**src/rtl/tgp_pkg.sv**
```systemverilog
// tgp_pkg: shared types and constants of the turtle grid plotter
// depends on nothing; imported by tgp_step, tgp_floor, turtle_grid_plotter and the bench tb
`timescale 1ns / 1ps
`default_nettype none

package tgp_pkg;

   // grid geometry: positions are 5 bits wide and a row fits one 32-bit word
   localparam int GRID_SIZE = 32;
   localparam int GRID_MAX  = 32;
   localparam int GRID_N    = (GRID_SIZE > GRID_MAX) ? GRID_MAX :
                              ((GRID_SIZE < 2) ? 2 : GRID_SIZE);
   localparam int IDX_W     = 5;
   localparam int ROW_W     = 32;
   localparam int MEM_DEPTH = 1 << IDX_W;
   localparam int STEPS_W   = 8;

   localparam logic [IDX_W-1:0] LAST_IDX = IDX_W'(GRID_N - 1);

   // command codes
   typedef enum logic [2:0] {
      OP_PEN_UP     = 3'd0,
      OP_PEN_DOWN   = 3'd1,
      OP_TURN_RIGHT = 3'd2,
      OP_TURN_LEFT  = 3'd3,
      OP_FORWARD    = 3'd4,
      OP_DUMP       = 3'd5,
      OP_STATUS     = 3'd6
   } op_type;

   // heading codes
   localparam logic [1:0] HEAD_UP    = 2'd0;
   localparam logic [1:0] HEAD_RIGHT = 2'd1;
   localparam logic [1:0] HEAD_DOWN  = 2'd2;
   localparam logic [1:0] HEAD_LEFT  = 2'd3;

   // turtle position
   typedef struct packed {
      logic [IDX_W-1:0] col;
      logic [IDX_W-1:0] row;
   } pos_type;

   // request to mark one cell of the floor
   typedef struct packed {
      logic             valid;
      logic [IDX_W-1:0] row;
      logic [IDX_W-1:0] col;
   } mark_req_type;

endpackage

`default_nettype wire

```
**src/rtl/tgp_step.sv**
```systemverilog
// tgp_step: shared move unit, edge test and next position for one step
// depends on tgp_pkg
`timescale 1ns / 1ps
`default_nettype none

module tgp_step (
   input  tgp_pkg::pos_type  pos,
   input  logic [1:0]        heading,
   output logic              can_move,
   output tgp_pkg::pos_type  next_pos
);
   import tgp_pkg::*;

   // edge test and one-cell move in the current heading
   always_comb begin
      next_pos = pos;
      case (heading)
         HEAD_UP: begin
            can_move     = (pos.row != '0);
            next_pos.row = pos.row - IDX_W'(1);
         end
         HEAD_RIGHT: begin
            can_move     = (pos.col != LAST_IDX);
            next_pos.col = pos.col + IDX_W'(1);
         end
         HEAD_DOWN: begin
            can_move     = (pos.row != LAST_IDX);
            next_pos.row = pos.row + IDX_W'(1);
         end
         default: begin
            can_move     = (pos.col != '0);
            next_pos.col = pos.col - IDX_W'(1);
         end
      endcase
   end

endmodule

`default_nettype wire

```
**src/rtl/tgp_floor.sv**
```systemverilog
// tgp_floor: cell bitmap memory with per-row valid bits and a
// read-modify-write mark pipeline; depends on tgp_pkg
`timescale 1ns / 1ps
`default_nettype none

module tgp_floor (
   input  logic                          clock,
   input  logic                          reset,
   input  tgp_pkg::mark_req_type         mark,
   input  logic [tgp_pkg::IDX_W-1:0]     rd_row,
   output logic [tgp_pkg::ROW_W-1:0]     rd_bits
);
   import tgp_pkg::*;

   logic [ROW_W-1:0] mem [MEM_DEPTH];
   logic [MEM_DEPTH-1:0] row_valid_ff;

   logic [ROW_W-1:0] rdata_ff;
   logic             rvalid_ff;

   // mark stage waiting for its row word
   logic             p_valid_ff;
   logic [IDX_W-1:0] p_row_ff;
   logic [IDX_W-1:0] p_col_ff;

   // previous write, forwarded when the same row comes back straight away
   logic             lw_valid_ff;
   logic [IDX_W-1:0] lw_row_ff;
   logic [ROW_W-1:0] lw_data_ff;

   logic [IDX_W-1:0] raddr;
   logic [ROW_W-1:0] merged;
   logic [ROW_W-1:0] wdata;

   // marks take the read port ahead of dump reads
   assign raddr = mark.valid ? mark.row : rd_row;

   // old row word, newest copy first; a row never written reads as clear
   always_comb begin
      if (lw_valid_ff && (lw_row_ff == p_row_ff)) begin
         merged = lw_data_ff;
      end else if (rvalid_ff) begin
         merged = rdata_ff;
      end else begin
         merged = '0;
      end
      wdata = merged | (ROW_W'(1) << p_col_ff);
   end

   assign rd_bits = rvalid_ff ? rdata_ff : '0;

   // memory array: one read and one write a cycle
   always_ff @(posedge clock) begin
      rdata_ff <= mem[raddr];
      if (p_valid_ff) begin
         mem[p_row_ff] <= wdata;
      end
   end

   // pipeline payload
   always_ff @(posedge clock) begin
      p_row_ff   <= mark.row;
      p_col_ff   <= mark.col;
      lw_row_ff  <= p_row_ff;
      lw_data_ff <= wdata;
   end

   // control state and row valid bits
   always_ff @(posedge clock) begin
      if (reset) begin
         row_valid_ff <= '0;
         rvalid_ff    <= 1'b0;
         p_valid_ff   <= 1'b0;
         lw_valid_ff  <= 1'b0;
      end else begin
         rvalid_ff   <= row_valid_ff[raddr];
         p_valid_ff  <= mark.valid;
         lw_valid_ff <= p_valid_ff;
         if (p_valid_ff) begin
            row_valid_ff[p_row_ff] <= 1'b1;
         end
      end
   end

endmodule

`default_nettype wire

```
**src/rtl/turtle_grid_plotter.sv**
```systemverilog
// turtle_grid_plotter: a pen turtle on a 32 by 32 cell bitmap
// simple commands: strobe registered from ST_REPLY after accept; forward: ST_WALK for k steps
// taken (k up to 31), one cell a cycle through the shared move unit, then ST_REPLY
// dump: 32 row items on consecutive cycles, the first through ST_DUMP, the row read and pend_ff
// one command at a time, next accept in the cycle its final item shows; no receiver stall
// synchronous reset clears the floor (row valid bits), position, heading right, pen up
`timescale 1ns / 1ps
`default_nettype none

module turtle_grid_plotter (
   input  logic                          clock,
   input  logic                          reset,
   input  logic                          start,
   output logic                          busy,
   input  logic [2:0]                    req_operation,
   input  logic [tgp_pkg::STEPS_W-1:0]   req_steps,
   output logic                          rsp_strobe,
   output logic [tgp_pkg::IDX_W-1:0]     rsp_row_index,
   output logic [tgp_pkg::ROW_W-1:0]     rsp_row_bits,
   output logic [tgp_pkg::IDX_W-1:0]     rsp_pos_col,
   output logic [tgp_pkg::IDX_W-1:0]     rsp_pos_row,
   output logic [1:0]                    rsp_heading,
   output logic                          rsp_pen_down,
   output logic                          rsp_last
);
   import tgp_pkg::*;

   typedef enum logic [2:0] {
      ST_IDLE,
      ST_WALK,
      ST_REPLY,
      ST_DUMP,
      ST_DUMP_TAIL
   } state_type;

   state_type          state_ff;
   pos_type            pos_ff;
   logic [1:0]         head_ff;
   logic               pen_ff;
   logic [STEPS_W-1:0] steps_ff;
   logic [IDX_W-1:0]   cnt_ff;
   logic               pend_ff;
   logic [IDX_W-1:0]   pend_row_ff;

   logic               strobe_ff;
   logic [IDX_W-1:0]   out_row_index_ff;
   logic [ROW_W-1:0]   out_row_bits_ff;
   logic               out_last_ff;

   logic               can_move;
   pos_type            next_pos;
   mark_req_type       mark;
   logic [ROW_W-1:0]   rd_bits;
   logic               accept;
   op_type             op;

   assign accept = start && (state_ff == ST_IDLE);
   assign op     = op_type'(req_operation);
   assign busy   = (state_ff != ST_IDLE);

   // shared move unit
   tgp_step u_step (
      .pos      (pos_ff),
      .heading  (head_ff),
      .can_move (can_move),
      .next_pos (next_pos)
   );

   // mark the current cell on pen down, and on every walk cycle with the pen down
   always_comb begin
      mark.valid = (accept && (op == OP_PEN_DOWN)) ||
                   ((state_ff == ST_WALK) && pen_ff);
      mark.row   = pos_ff.row;
      mark.col   = pos_ff.col;
   end

   tgp_floor u_floor (
      .clock   (clock),
      .reset   (reset),
      .mark    (mark),
      .rd_row  (cnt_ff),
      .rd_bits (rd_bits)
   );

   // sequencer and registered result
   always_ff @(posedge clock) begin
      if (reset) begin
         state_ff         <= ST_IDLE;
         pos_ff           <= '0;
         head_ff          <= HEAD_RIGHT;
         pen_ff           <= 1'b0;
         steps_ff         <= '0;
         cnt_ff           <= '0;
         pend_ff          <= 1'b0;
         pend_row_ff      <= '0;
         strobe_ff        <= 1'b0;
         out_row_index_ff <= '0;
         out_row_bits_ff  <= '0;
         out_last_ff      <= 1'b0;
      end else begin
         strobe_ff <= 1'b0;
         pend_ff   <= 1'b0;

         // dump row read last cycle becomes a result item
         if (pend_ff) begin
            strobe_ff        <= 1'b1;
            out_row_index_ff <= pend_row_ff;
            out_row_bits_ff  <= rd_bits;
            out_last_ff      <= (pend_row_ff == LAST_IDX);
         end

         case (state_ff)
            ST_IDLE: begin
               if (start) begin
                  state_ff <= ST_REPLY;
                  case (op)
                     OP_PEN_UP:     pen_ff  <= 1'b0;
                     OP_PEN_DOWN:   pen_ff  <= 1'b1;
                     OP_TURN_RIGHT: head_ff <= head_ff + 2'd1;
                     OP_TURN_LEFT:  head_ff <= head_ff - 2'd1;
                     OP_FORWARD: begin
                        steps_ff <= req_steps;
                        state_ff <= ST_WALK;
                     end
                     OP_DUMP: begin
                        cnt_ff   <= '0;
                        state_ff <= ST_DUMP;
                     end
                     default: ;
                  endcase
               end
            end
            ST_WALK: begin
               if ((steps_ff != '0) && can_move) begin
                  pos_ff   <= next_pos;
                  steps_ff <= steps_ff - STEPS_W'(1);
               end else begin
                  state_ff <= ST_REPLY;
               end
            end
            ST_REPLY: begin
               strobe_ff        <= 1'b1;
               out_row_index_ff <= '0;
               out_row_bits_ff  <= '0;
               out_last_ff      <= 1'b1;
               state_ff         <= ST_IDLE;
            end
            ST_DUMP: begin
               pend_ff     <= 1'b1;
               pend_row_ff <= cnt_ff;
               cnt_ff      <= cnt_ff + IDX_W'(1);
               if (cnt_ff == LAST_IDX) begin
                  state_ff <= ST_DUMP_TAIL;
               end
            end
            ST_DUMP_TAIL: begin
               state_ff <= ST_IDLE;
            end
            default: begin
               state_ff <= ST_IDLE;
            end
         endcase
      end
   end

   assign rsp_strobe    = strobe_ff;
   assign rsp_row_index = out_row_index_ff;
   assign rsp_row_bits  = out_row_bits_ff;
   assign rsp_pos_col   = pos_ff.col;
   assign rsp_pos_row   = pos_ff.row;
   assign rsp_heading   = head_ff;
   assign rsp_pen_down  = pen_ff;
   assign rsp_last      = out_last_ff;

   // every accepted item makes the block busy next cycle
   assert property (@(posedge clock) disable iff (reset)
      start && !busy |=> busy)
      else $error("accepted item did not raise busy");

   // dump rows come on consecutive cycles up to the last one
   assert property (@(posedge clock) disable iff (reset)
      rsp_strobe && !rsp_last |=> rsp_strobe)
      else $error("gap inside a dump");

   // the final item of a command is never directly followed by another
   assert property (@(posedge clock) disable iff (reset)
      rsp_strobe && rsp_last |=> !rsp_strobe)
      else $error("result item right after a final item");

   // no cell marking while the grid is being read out
   assert property (@(posedge clock) disable iff (reset)
      (state_ff == ST_DUMP) || (state_ff == ST_DUMP_TAIL) |-> !mark.valid)
      else $error("mark during dump");

endmodule

`default_nettype wire

```
**config.mk**
```make
export PLATFORM = sky130hd
export DESIGN_NAME = turtle_grid_plotter
export DESIGN_NICKNAME = d
export VERILOG_FILES = /design/src/rtl/tgp_pkg.sv /design/src/rtl/tgp_step.sv /design/src/rtl/tgp_floor.sv /design/src/rtl/turtle_grid_plotter.sv
export SDC_FILE = /design/constraint.sdc
export NUM_CORES = 2
export LEC_CHECK = 0
export BUFFER_PORTS_ARGS = -buffer_cell sky130_fd_sc_hd__buf_2
export CORE_ASPECT_RATIO = 0.75
export CORE_MARGIN = 10
export CORE_UTILIZATION = 55
export CTS_BUF_LIST = sky130_fd_sc_hd__clkbuf_2 sky130_fd_sc_hd__clkbuf_4 sky130_fd_sc_hd__clkbuf_8
export DETAILED_ROUTE_END_ITERATION = 10
export GPL_TIMING_DRIVEN = 1
export PLACE_DENSITY_LB_ADDON = 0.2
export SLEW_MARGIN = 30
export SYNTH_ARGS = -nofsm -noshare
export SYNTH_HDL_FRONTEND = slang
export SYNTH_SLANG_ARGS = --single-unit
```
**constraint.sdc**
```tcl
create_clock -name clock -period 5.55 [get_ports clock]
set_input_delay 1.11 -clock clock [delete_from_list [all_inputs] [get_ports clock]]
set_output_delay 1.11 -clock clock [all_outputs]
set_load 0.02 [all_outputs]
```
## Yosys cells after proc, flatten, opt, wreduce, memory -nomap -nowiden

Memory sizes are Yosys's and may differ from the RTL's. A register that Yosys moved wholly into a read port is not among the register bits.
Cells that the tools add are included.

- Output and inout port bits: 53
- Logic and storage cells: 118
- Bits in writable memories: 1024
- Register bits after elaboration: 156
- Input port bits: 14
- Memories: 1

Memories:

| memory | words | bits a word | read ports | clocked after Yosys merged registers in | write ports | RTL line | text |
|---|---|---|---|---|---|---|---|
| u_floor.mem | 32 | 32 | 1 | 1 | 1 | tgp_floor.sv:15 | `logic [ROW_W-1:0] mem [MEM_DEPTH];` |

- Equal/unequal tests: 21
- Muxes and demuxes: 31
- Bitwise logic cells: 3
- Reduce and logical (&&, ||, !) cells: 29
- Shift operators: 1
- Magnitude comparators: 3
- $add $sub $neg: 8

Operator list:

| kind | number |
|---|---|
| 32-bit 2-to-1 mux | 2 |
| 32-bit OR | 2 |
| 1-bit by 5-bit << shifter with 32-bit output (first input constant) | 1 |
| 5-bit case mux with 2 select lines | 3 |
| 8-bit 2-to-1 mux | 3 |
| 3-bit AND reduction | 6 |
| 8-bit case mux with 2 select lines | 1 |
| 5-bit by 1-bit adder with 5-bit output (second input constant) | 3 |
| 5-bit 2-to-1 mux | 3 |
| 3-bit by 2-bit equality test with 1-bit output (second input constant) | 4 |
| 5-bit by 6-bit < comparator with 1-bit output (second input constant) | 2 |
| 2-bit nonzero test | 6 |
| 5-bit equality test (second input constant) | 2 |
| 5-bit != test (second input constant) | 2 |
| 5-bit nonzero test | 2 |
| 5-bit by 1-bit subtractor with 5-bit output (second input constant) | 2 |
| 1-bit 2-to-1 mux | 9 |
| 3-bit 2-to-1 mux | 3 |
| 3-bit case mux with 3 select lines | 1 |
| 2-bit case mux with 2 select lines | 2 |
| 8-bit nonzero test | 1 |
| 8-bit by 1-bit subtractor with 8-bit output (second input constant) | 1 |
| 3-bit by 1-bit equality test with 1-bit output (second input constant) | 2 |
| 3-bit equality test (second input constant) | 2 |
| 20 further kinds | 31 |

## Depth between registers and ports, before layout

- Depth in word-level cells: 7
- Gate-level depth with buffers: 10
- Mapped depth without buffers: 10

## Modules after synthesis

Synthesis repeated with hierarchy kept, for this count alone.

- Cells, all modules: 3059
- Area total of the unflattened synthesis: 49397.4 µm²

Modules (own cells, without submodules):

| module | instances | cells each | area an instance (µm²) | seq. area each (µm²) |
|---|---|---|---|---|
| tgp_floor | 1 | 2632 | 45688.8 | 33031.7 |
| turtle_grid_plotter | 1 | 351 | 3144.3 | 1481.4 |
| tgp_step | 1 | 76 | 564.3 | 0.0 |

## Worst setup path after synthesis

Ideal clock, no wire load.

- Kind: input to register
- Start point: in req_operation[0]
- End point: reg u_floor.rdata_ff[0], read port of u_floor.mem
- Data arrival time: 2.930 ns
- Path slack: 2.528 ns
- Data required time: 5.458 ns
- Cell stages on the path: 8
- Buffers on the path: 2
- Setup time: 0.092 ns
- Path through: nor3b_2 a21oi_4 mux2i_1 clkbuf_1 buf_2 mux2i_1 o22ai_1 nor4_1

- Longest elaborated chain between the ends: 4

Ends and longest elaborated chain:

| item | RTL line | text |
|---|---|---|
| from (decl) | turtle_grid_plotter.sv:15 | `input logic [2:0] req_operation,` |
| 3-bit by 1-bit equality test with 1-bit output | turtle_grid_plotter.sv:71 | `mark.valid = (accept && (op == OP_PEN_DOWN)) \|\|` |
| 1-bit logical AND | turtle_grid_plotter.sv:71 |  |
| 1-bit logical OR | turtle_grid_plotter.sv:71 |  |
| 5-bit 2-to-1 mux | tgp_floor.sv:36 | `assign raddr = mark.valid ? mark.row : rd_row;` |
| to (decl) | tgp_floor.sv:18 | `logic [ROW_W-1:0] rdata_ff;` |

Every way passes these cells.
A chain may end at the register's enable or synchronous reset.

## Worst setup path after layout

- Start point: reg state_ff[1]
- End point: reg u_floor.rdata_ff[30], read port of u_floor.mem

- Longest elaborated chain between the ends: 5
- Elaborated cells between the ends (all ways): 7
- Classes of those cells: eq/ne (1); mux (1); reduce/logical (5)

Ends and longest elaborated chain:

| item | RTL line | text |
|---|---|---|
| from (decl) | turtle_grid_plotter.sv:36 | `state_type state_ff;` |
| from (signal assigned) | turtle_grid_plotter.sv:88 | `state_ff <= ST_IDLE;` |
| from (signal assigned) | turtle_grid_plotter.sv:115 | `state_ff <= ST_REPLY;` |
| from (signal assigned) | turtle_grid_plotter.sv:123 | `state_ff <= ST_WALK;` |
| 3-bit logical NOT | turtle_grid_plotter.sv:57 | `assign accept = start && (state_ff == ST_IDLE);` |
| 1-bit logical AND | turtle_grid_plotter.sv:57 |  |
| 1-bit logical AND | turtle_grid_plotter.sv:71 |  |
| 1-bit logical OR (*) | turtle_grid_plotter.sv:71 |  |
| 5-bit 2-to-1 mux (*) | tgp_floor.sv:36 |  |

Mark *: on every way between the ends. The rest lies on a longest branch, timed or not.

==> out/summary.txt <==
========================================================================================================
Number of nets in the finished design                                                              3,166
Largest family of logic cells by synthesized area                                           multiplexers
Detailed Place HPWL                                                                              72.3 mm
Max-Cap Viols                                                                                          0
Post_cts resized                                                                                       0
Maximum clock insertion buffer count                                                                   3
Post-CTS Setup Repair Bufs                                                                             0
Startpoint type of the worst setup path                                                         register
Post-route insts no fill                                                                           4,430
Average cell area after synthesis                                                               16.3 µm²
Adder-Cell Fraction of Synth Area                                                                 0.451%
Yosys synthesis warning count                                                                          0
Most used flip-flop cell after synthesis                                                    sky130_fd_sc_hd__edfxtp_1
Gpl congestion                                                                                     0.822
Total standard cell area after synthesis                                                      47,800 µm²
Start point of the worst hold path                                                          u_floor.p_row_ff[0]$_DFF_P_
Worst reg2reg path endpoint                                                                 u_floor.rdata_ff[30]$_DFF_P_
Vias per std cell                                                                                   6.11
Commonest non-fill, non-tap cell in the layout                                              sky130_fd_sc_hd__edfxtp_1
Final clock skew                                                                               0.0284 ns
Total clock sinks                                                                                  1,212
TritonCTS clock tree                                                                                done
Xor and xnor area share after synthesis                                                           0.275%
Crit path time final                                                                             3.98 ns
Post-synthesis cell type count                                                                        56
# IOs                                                                                                 67
Post-synthesis async set-or-reset flop share                                                          0%
Initial DRC Count                                                                                  2,975
Number of nets in the synthesized netlist                                                          2,954
Worst Path Arrival                                                                               4.63 ns
Worst IR Drop VDD                                                                             0.000307 V
WS Path Type                                                                                register to register
Total Negative Setup Slacks                                                                         0 ns
Multiplexer share of the synthesized area                                                          16.6%
Overall via count from detail_route                                                               27,000
Number of global-route vias before repair                                                         27,000
DRC violation count after routing                                                                      0
DR pass1 iterations                                                                                    6
Max FO, Critical Path                                                                                 17
Num CTS Buffers                                                                                      178
Chip width                                                                                        360 µm
Initial core utilization                                                                           55.5%
Worst-case reg-to-reg path depth                                                                       9
Power density over the cells                                                                  318 nW/µm²
Share of the cycle needed by the critical path after routing                                       71.7%
Final setup violation count                                                                            0
Largest net degree at the start of global routing                                                     73
Area of the die                                                                               99,100 µm²
Type of the most critical hold path                                                         register to register
Port Buf Inserts                                                                                      66
Clock tree root buffer cell                                                                 sky130_fd_sc_hd__clkbuf_8
Setup slack, reg-to-reg                                                                          1.57 ns
Routed wire length per instance                                                                  28.3 µm
Proportion of synthesized chip area in sequential cells                                            72.3%
RSZ-0062 raised after global routing                                                                  no
Post-synth EDFFs                                                                                   1,024
Routed wire length                                                                                125 mm
Rows                                                                                                  93
Wire length of the first global-routing pass                                                      181 mm
Commonest cells after routing, fill and taps aside                                          1,024 x sky130_fd_sc_hd__edfxtp_1, 785 x sky130_fd_sc_hd__mux2i_1, 210 x sky130_fd_sc_hd__clkbuf_8, 186 x sky130_fd_sc_hd__dfxtp_1, 129 x sky130_fd_sc_hd__o22ai_1
Origin of the critical flop-to-flop path                                                    state_ff[1]$_SDFFE_PP0P_
Core region area                                                                              86,000 µm²
Post-cts hold buffer count                                                                             0
H-tree depth reported by CTS                                                                           4
Vert. Die Dim                                                                                     275 µm
Worst hold endpoint                                                                         u_floor.lw_row_ff[0]$_DFF_P_
Layout cell share with drive strength beyond 1                                                     18.3%
Overall fraction of global-route tracks in use                                                     24.9%
Status                                                                                      complete, no violations
Hold violation total from the final report                                                             0
Synthesized instance count                                                                         2,924
Post-synthesis to final-layout area growth                                                         14.6%
Grt total ovfl                                                                                         0
Static Leak                                                                                      24.0 nW
Synthesized-area fraction occupied by ao, oa, aoi and oai cells                                    3.90%
Worst hold path cell count                                                                             0
Normalized max-slew margin                                                                         31.4%
Highest clock frequency the design can meet                                                      251 MHz
Required time of the critical path                                                               6.20 ns
Number of max-slew violations in the final report                                                      0
Seq cells post-synth                                                                               1,212
Clock latency on the worst-skew pair                                                             0.83 ns
Placed insts                                                                                       4,094
Number of nets with antenna violations after detailed routing                                          0
Post-CTS clock slew at the launch and capture registers of the worst setup and hold paths        0.07 ns
Share of synthesized cell area in and, or, nand and nor gates                                      4.24%
Worst Tran Pin Value                                                                             1.01 ns
Worst setup EP type                                                                             register
Initial antenna violation count                                                                        2
========================================================================================================
[report_power, final]
part           total (mW)  internal [mW]  switching [mW]
registers            9.78           9.76          0.0173
logic               0.222         0.0810           0.141
clock network        7.42           4.03            3.39
total                17.4           13.9            3.54
[cells by family after synthesis]
| kind of cell | count (synthesis) |
|---|---|
| multiplexers | 791 |
| XOR/XNOR | 15 |
| adder cells (fa/ha/maj) | 16 |
| flip-flops | 1212 |
| AO/OA/AOI/OAI | 289 |
| buffers and inverters | 177 |
| AND/OR/NAND/NOR | 424 |
[Yosys cell counts (3+ instances only)]
cell / number / area [µm²]
sky130_fd_sc_hd__a221oi_1: 6 / 52.6
sky130_fd_sc_hd__buf_6: 36 / 405
sky130_fd_sc_hd__o21ai_0: 22 / 110
sky130_fd_sc_hd__nand3_1: 42 / 210
sky130_fd_sc_hd__a211oi_1: 10 / 75.1
sky130_fd_sc_hd__and3_1: 3 / 18.8
sky130_fd_sc_hd__xor2_1: 9 / 78.8
sky130_fd_sc_hd__o221ai_1: 32 / 280
sky130_fd_sc_hd__a21oi_1: 65 / 325
sky130_fd_sc_hd__nand2b_1: 44 / 275
sky130_fd_sc_hd__dfxtp_1: 188 / 3760
sky130_fd_sc_hd__nand2_1: 118 / 443
sky130_fd_sc_hd__or3b_2: 4 / 35.0
sky130_fd_sc_hd__xnor2_1: 6 / 52.6
sky130_fd_sc_hd__buf_4: 27 / 203
sky130_fd_sc_hd__nor2_1: 134 / 503
sky130_fd_sc_hd__mux2i_1: 787 / 7880
sky130_fd_sc_hd__nor3_1: 7 / 35.0
sky130_fd_sc_hd__inv_1: 10 / 37.5
sky130_fd_sc_hd__or2_2: 5 / 31.3
sky130_fd_sc_hd__a21o_1: 4 / 30.0
sky130_fd_sc_hd__ha_1: 14 / 175
sky130_fd_sc_hd__clkbuf_1: 69 / 259
sky130_fd_sc_hd__buf_2: 33 / 165
sky130_fd_sc_hd__or3_1: 6 / 37.5
sky130_fd_sc_hd__mux2_2: 4 / 45.0
sky130_fd_sc_hd__nand3b_1: 13 / 97.6
sky130_fd_sc_hd__o22ai_1: 129 / 807
sky130_fd_sc_hd__nor4_1: 36 / 225
sky130_fd_sc_hd__a21boi_0: 4 / 30.0
sky130_fd_sc_hd__edfxtp_1: 1024 / 30700
[flip-flops by register name, summed over array words and instances, names as in the netlist, 2 cells and up]
name                  flops
u_floor.mem            1024
u_floor.lw_row_ff         5
u_floor.lw_data_ff       32
u_floor.row_valid_ff     32
rsp_row_bits             32
u_floor.rdata_ff         32
steps_ff                  8
rsp_heading               2
rsp_row_index             5
u_floor.p_col_ff          5
rsp_pos_row               5
rsp_pos_col               5
state_ff                  3
u_floor.p_row_ff          5
pend_row_ff               5
cnt_ff                    5
[worst max-delay path by stage]
stage                     depth (start not counted)                            to                      from  slack (ns)
after global routing                              9  u_floor.rdata_ff[30]$_DFF_P_  state_ff[1]$_SDFFE_PP0P_        1.42
final                                             9  u_floor.rdata_ff[30]$_DFF_P_  state_ff[1]$_SDFFE_PP0P_        1.57
after detailed placement                         10  u_floor.rdata_ff[30]$_DFF_P_          req_operation[0]        1.08
after floorplan                                   8   u_floor.rdata_ff[0]$_DFF_P_          req_operation[0]        2.53
after CTS                                         9  u_floor.rdata_ff[30]$_DFF_P_  state_ff[1]$_SDFFE_PP0P_        1.67
after global placement                           10  u_floor.rdata_ff[30]$_DFF_P_          req_operation[0]        1.10
[metrics by stage]
step	area, µm²	hold WS (ns)	setup WS [ns]	power [mW]	util [%]
after floorplan	47800	0.329	2.53	10.1	-
after global placement	50000	0.402	1.10	10.2	58.1
after detailed placement	50900	0.410	1.08	10.2	59.2
after CTS	54700	0.417	1.67	17.5	63.6
after global routing	54700	0.441	1.42	18.0	63.7
final	54700	0.421	1.57	17.4	63.7
[per-layer routing]
metal | track usage [%] | vias to the layer above | wire length [µm]
met5 | 0 | - | 0
met4 | 10.2 | 0 | 4380
met3 | 4.34 | 274 | 9400
met2 | 40.5 | 1208 | 59300
met1 | 33.5 | 13800 | 52200
li1 | - | 11800 | -
[worst max-delay path, stage by stage, from the launching register on]
cell	delay, ns
sky130_fd_sc_hd__dfxtp_1	0.55
sky130_fd_sc_hd__and4bb_1	0.30
sky130_fd_sc_hd__a21oi_4	0.47
sky130_fd_sc_hd__mux2i_4	0.93
sky130_fd_sc_hd__buf_12	0.25
sky130_fd_sc_hd__buf_4	0.26
sky130_fd_sc_hd__mux2i_1	0.10
sky130_fd_sc_hd__mux2i_1	0.15
sky130_fd_sc_hd__o22ai_1	0.11
sky130_fd_sc_hd__nor4_1	0.67
[layout make-up]
class | instances | area, µm²
sequential | 1212 | 34500
fill | 6027 | 31300
tap | 1140 | 1430
inverter | 10 | 37.5
multi-input combinational | 1535 | 12900
antenna | 1 | 2.50
timing repair buffer | 199 | 2120
clock buffer | 269 | 3330
clock inverter | 64 | 427
No activity file was read; power rests on OpenSTA's default activity.
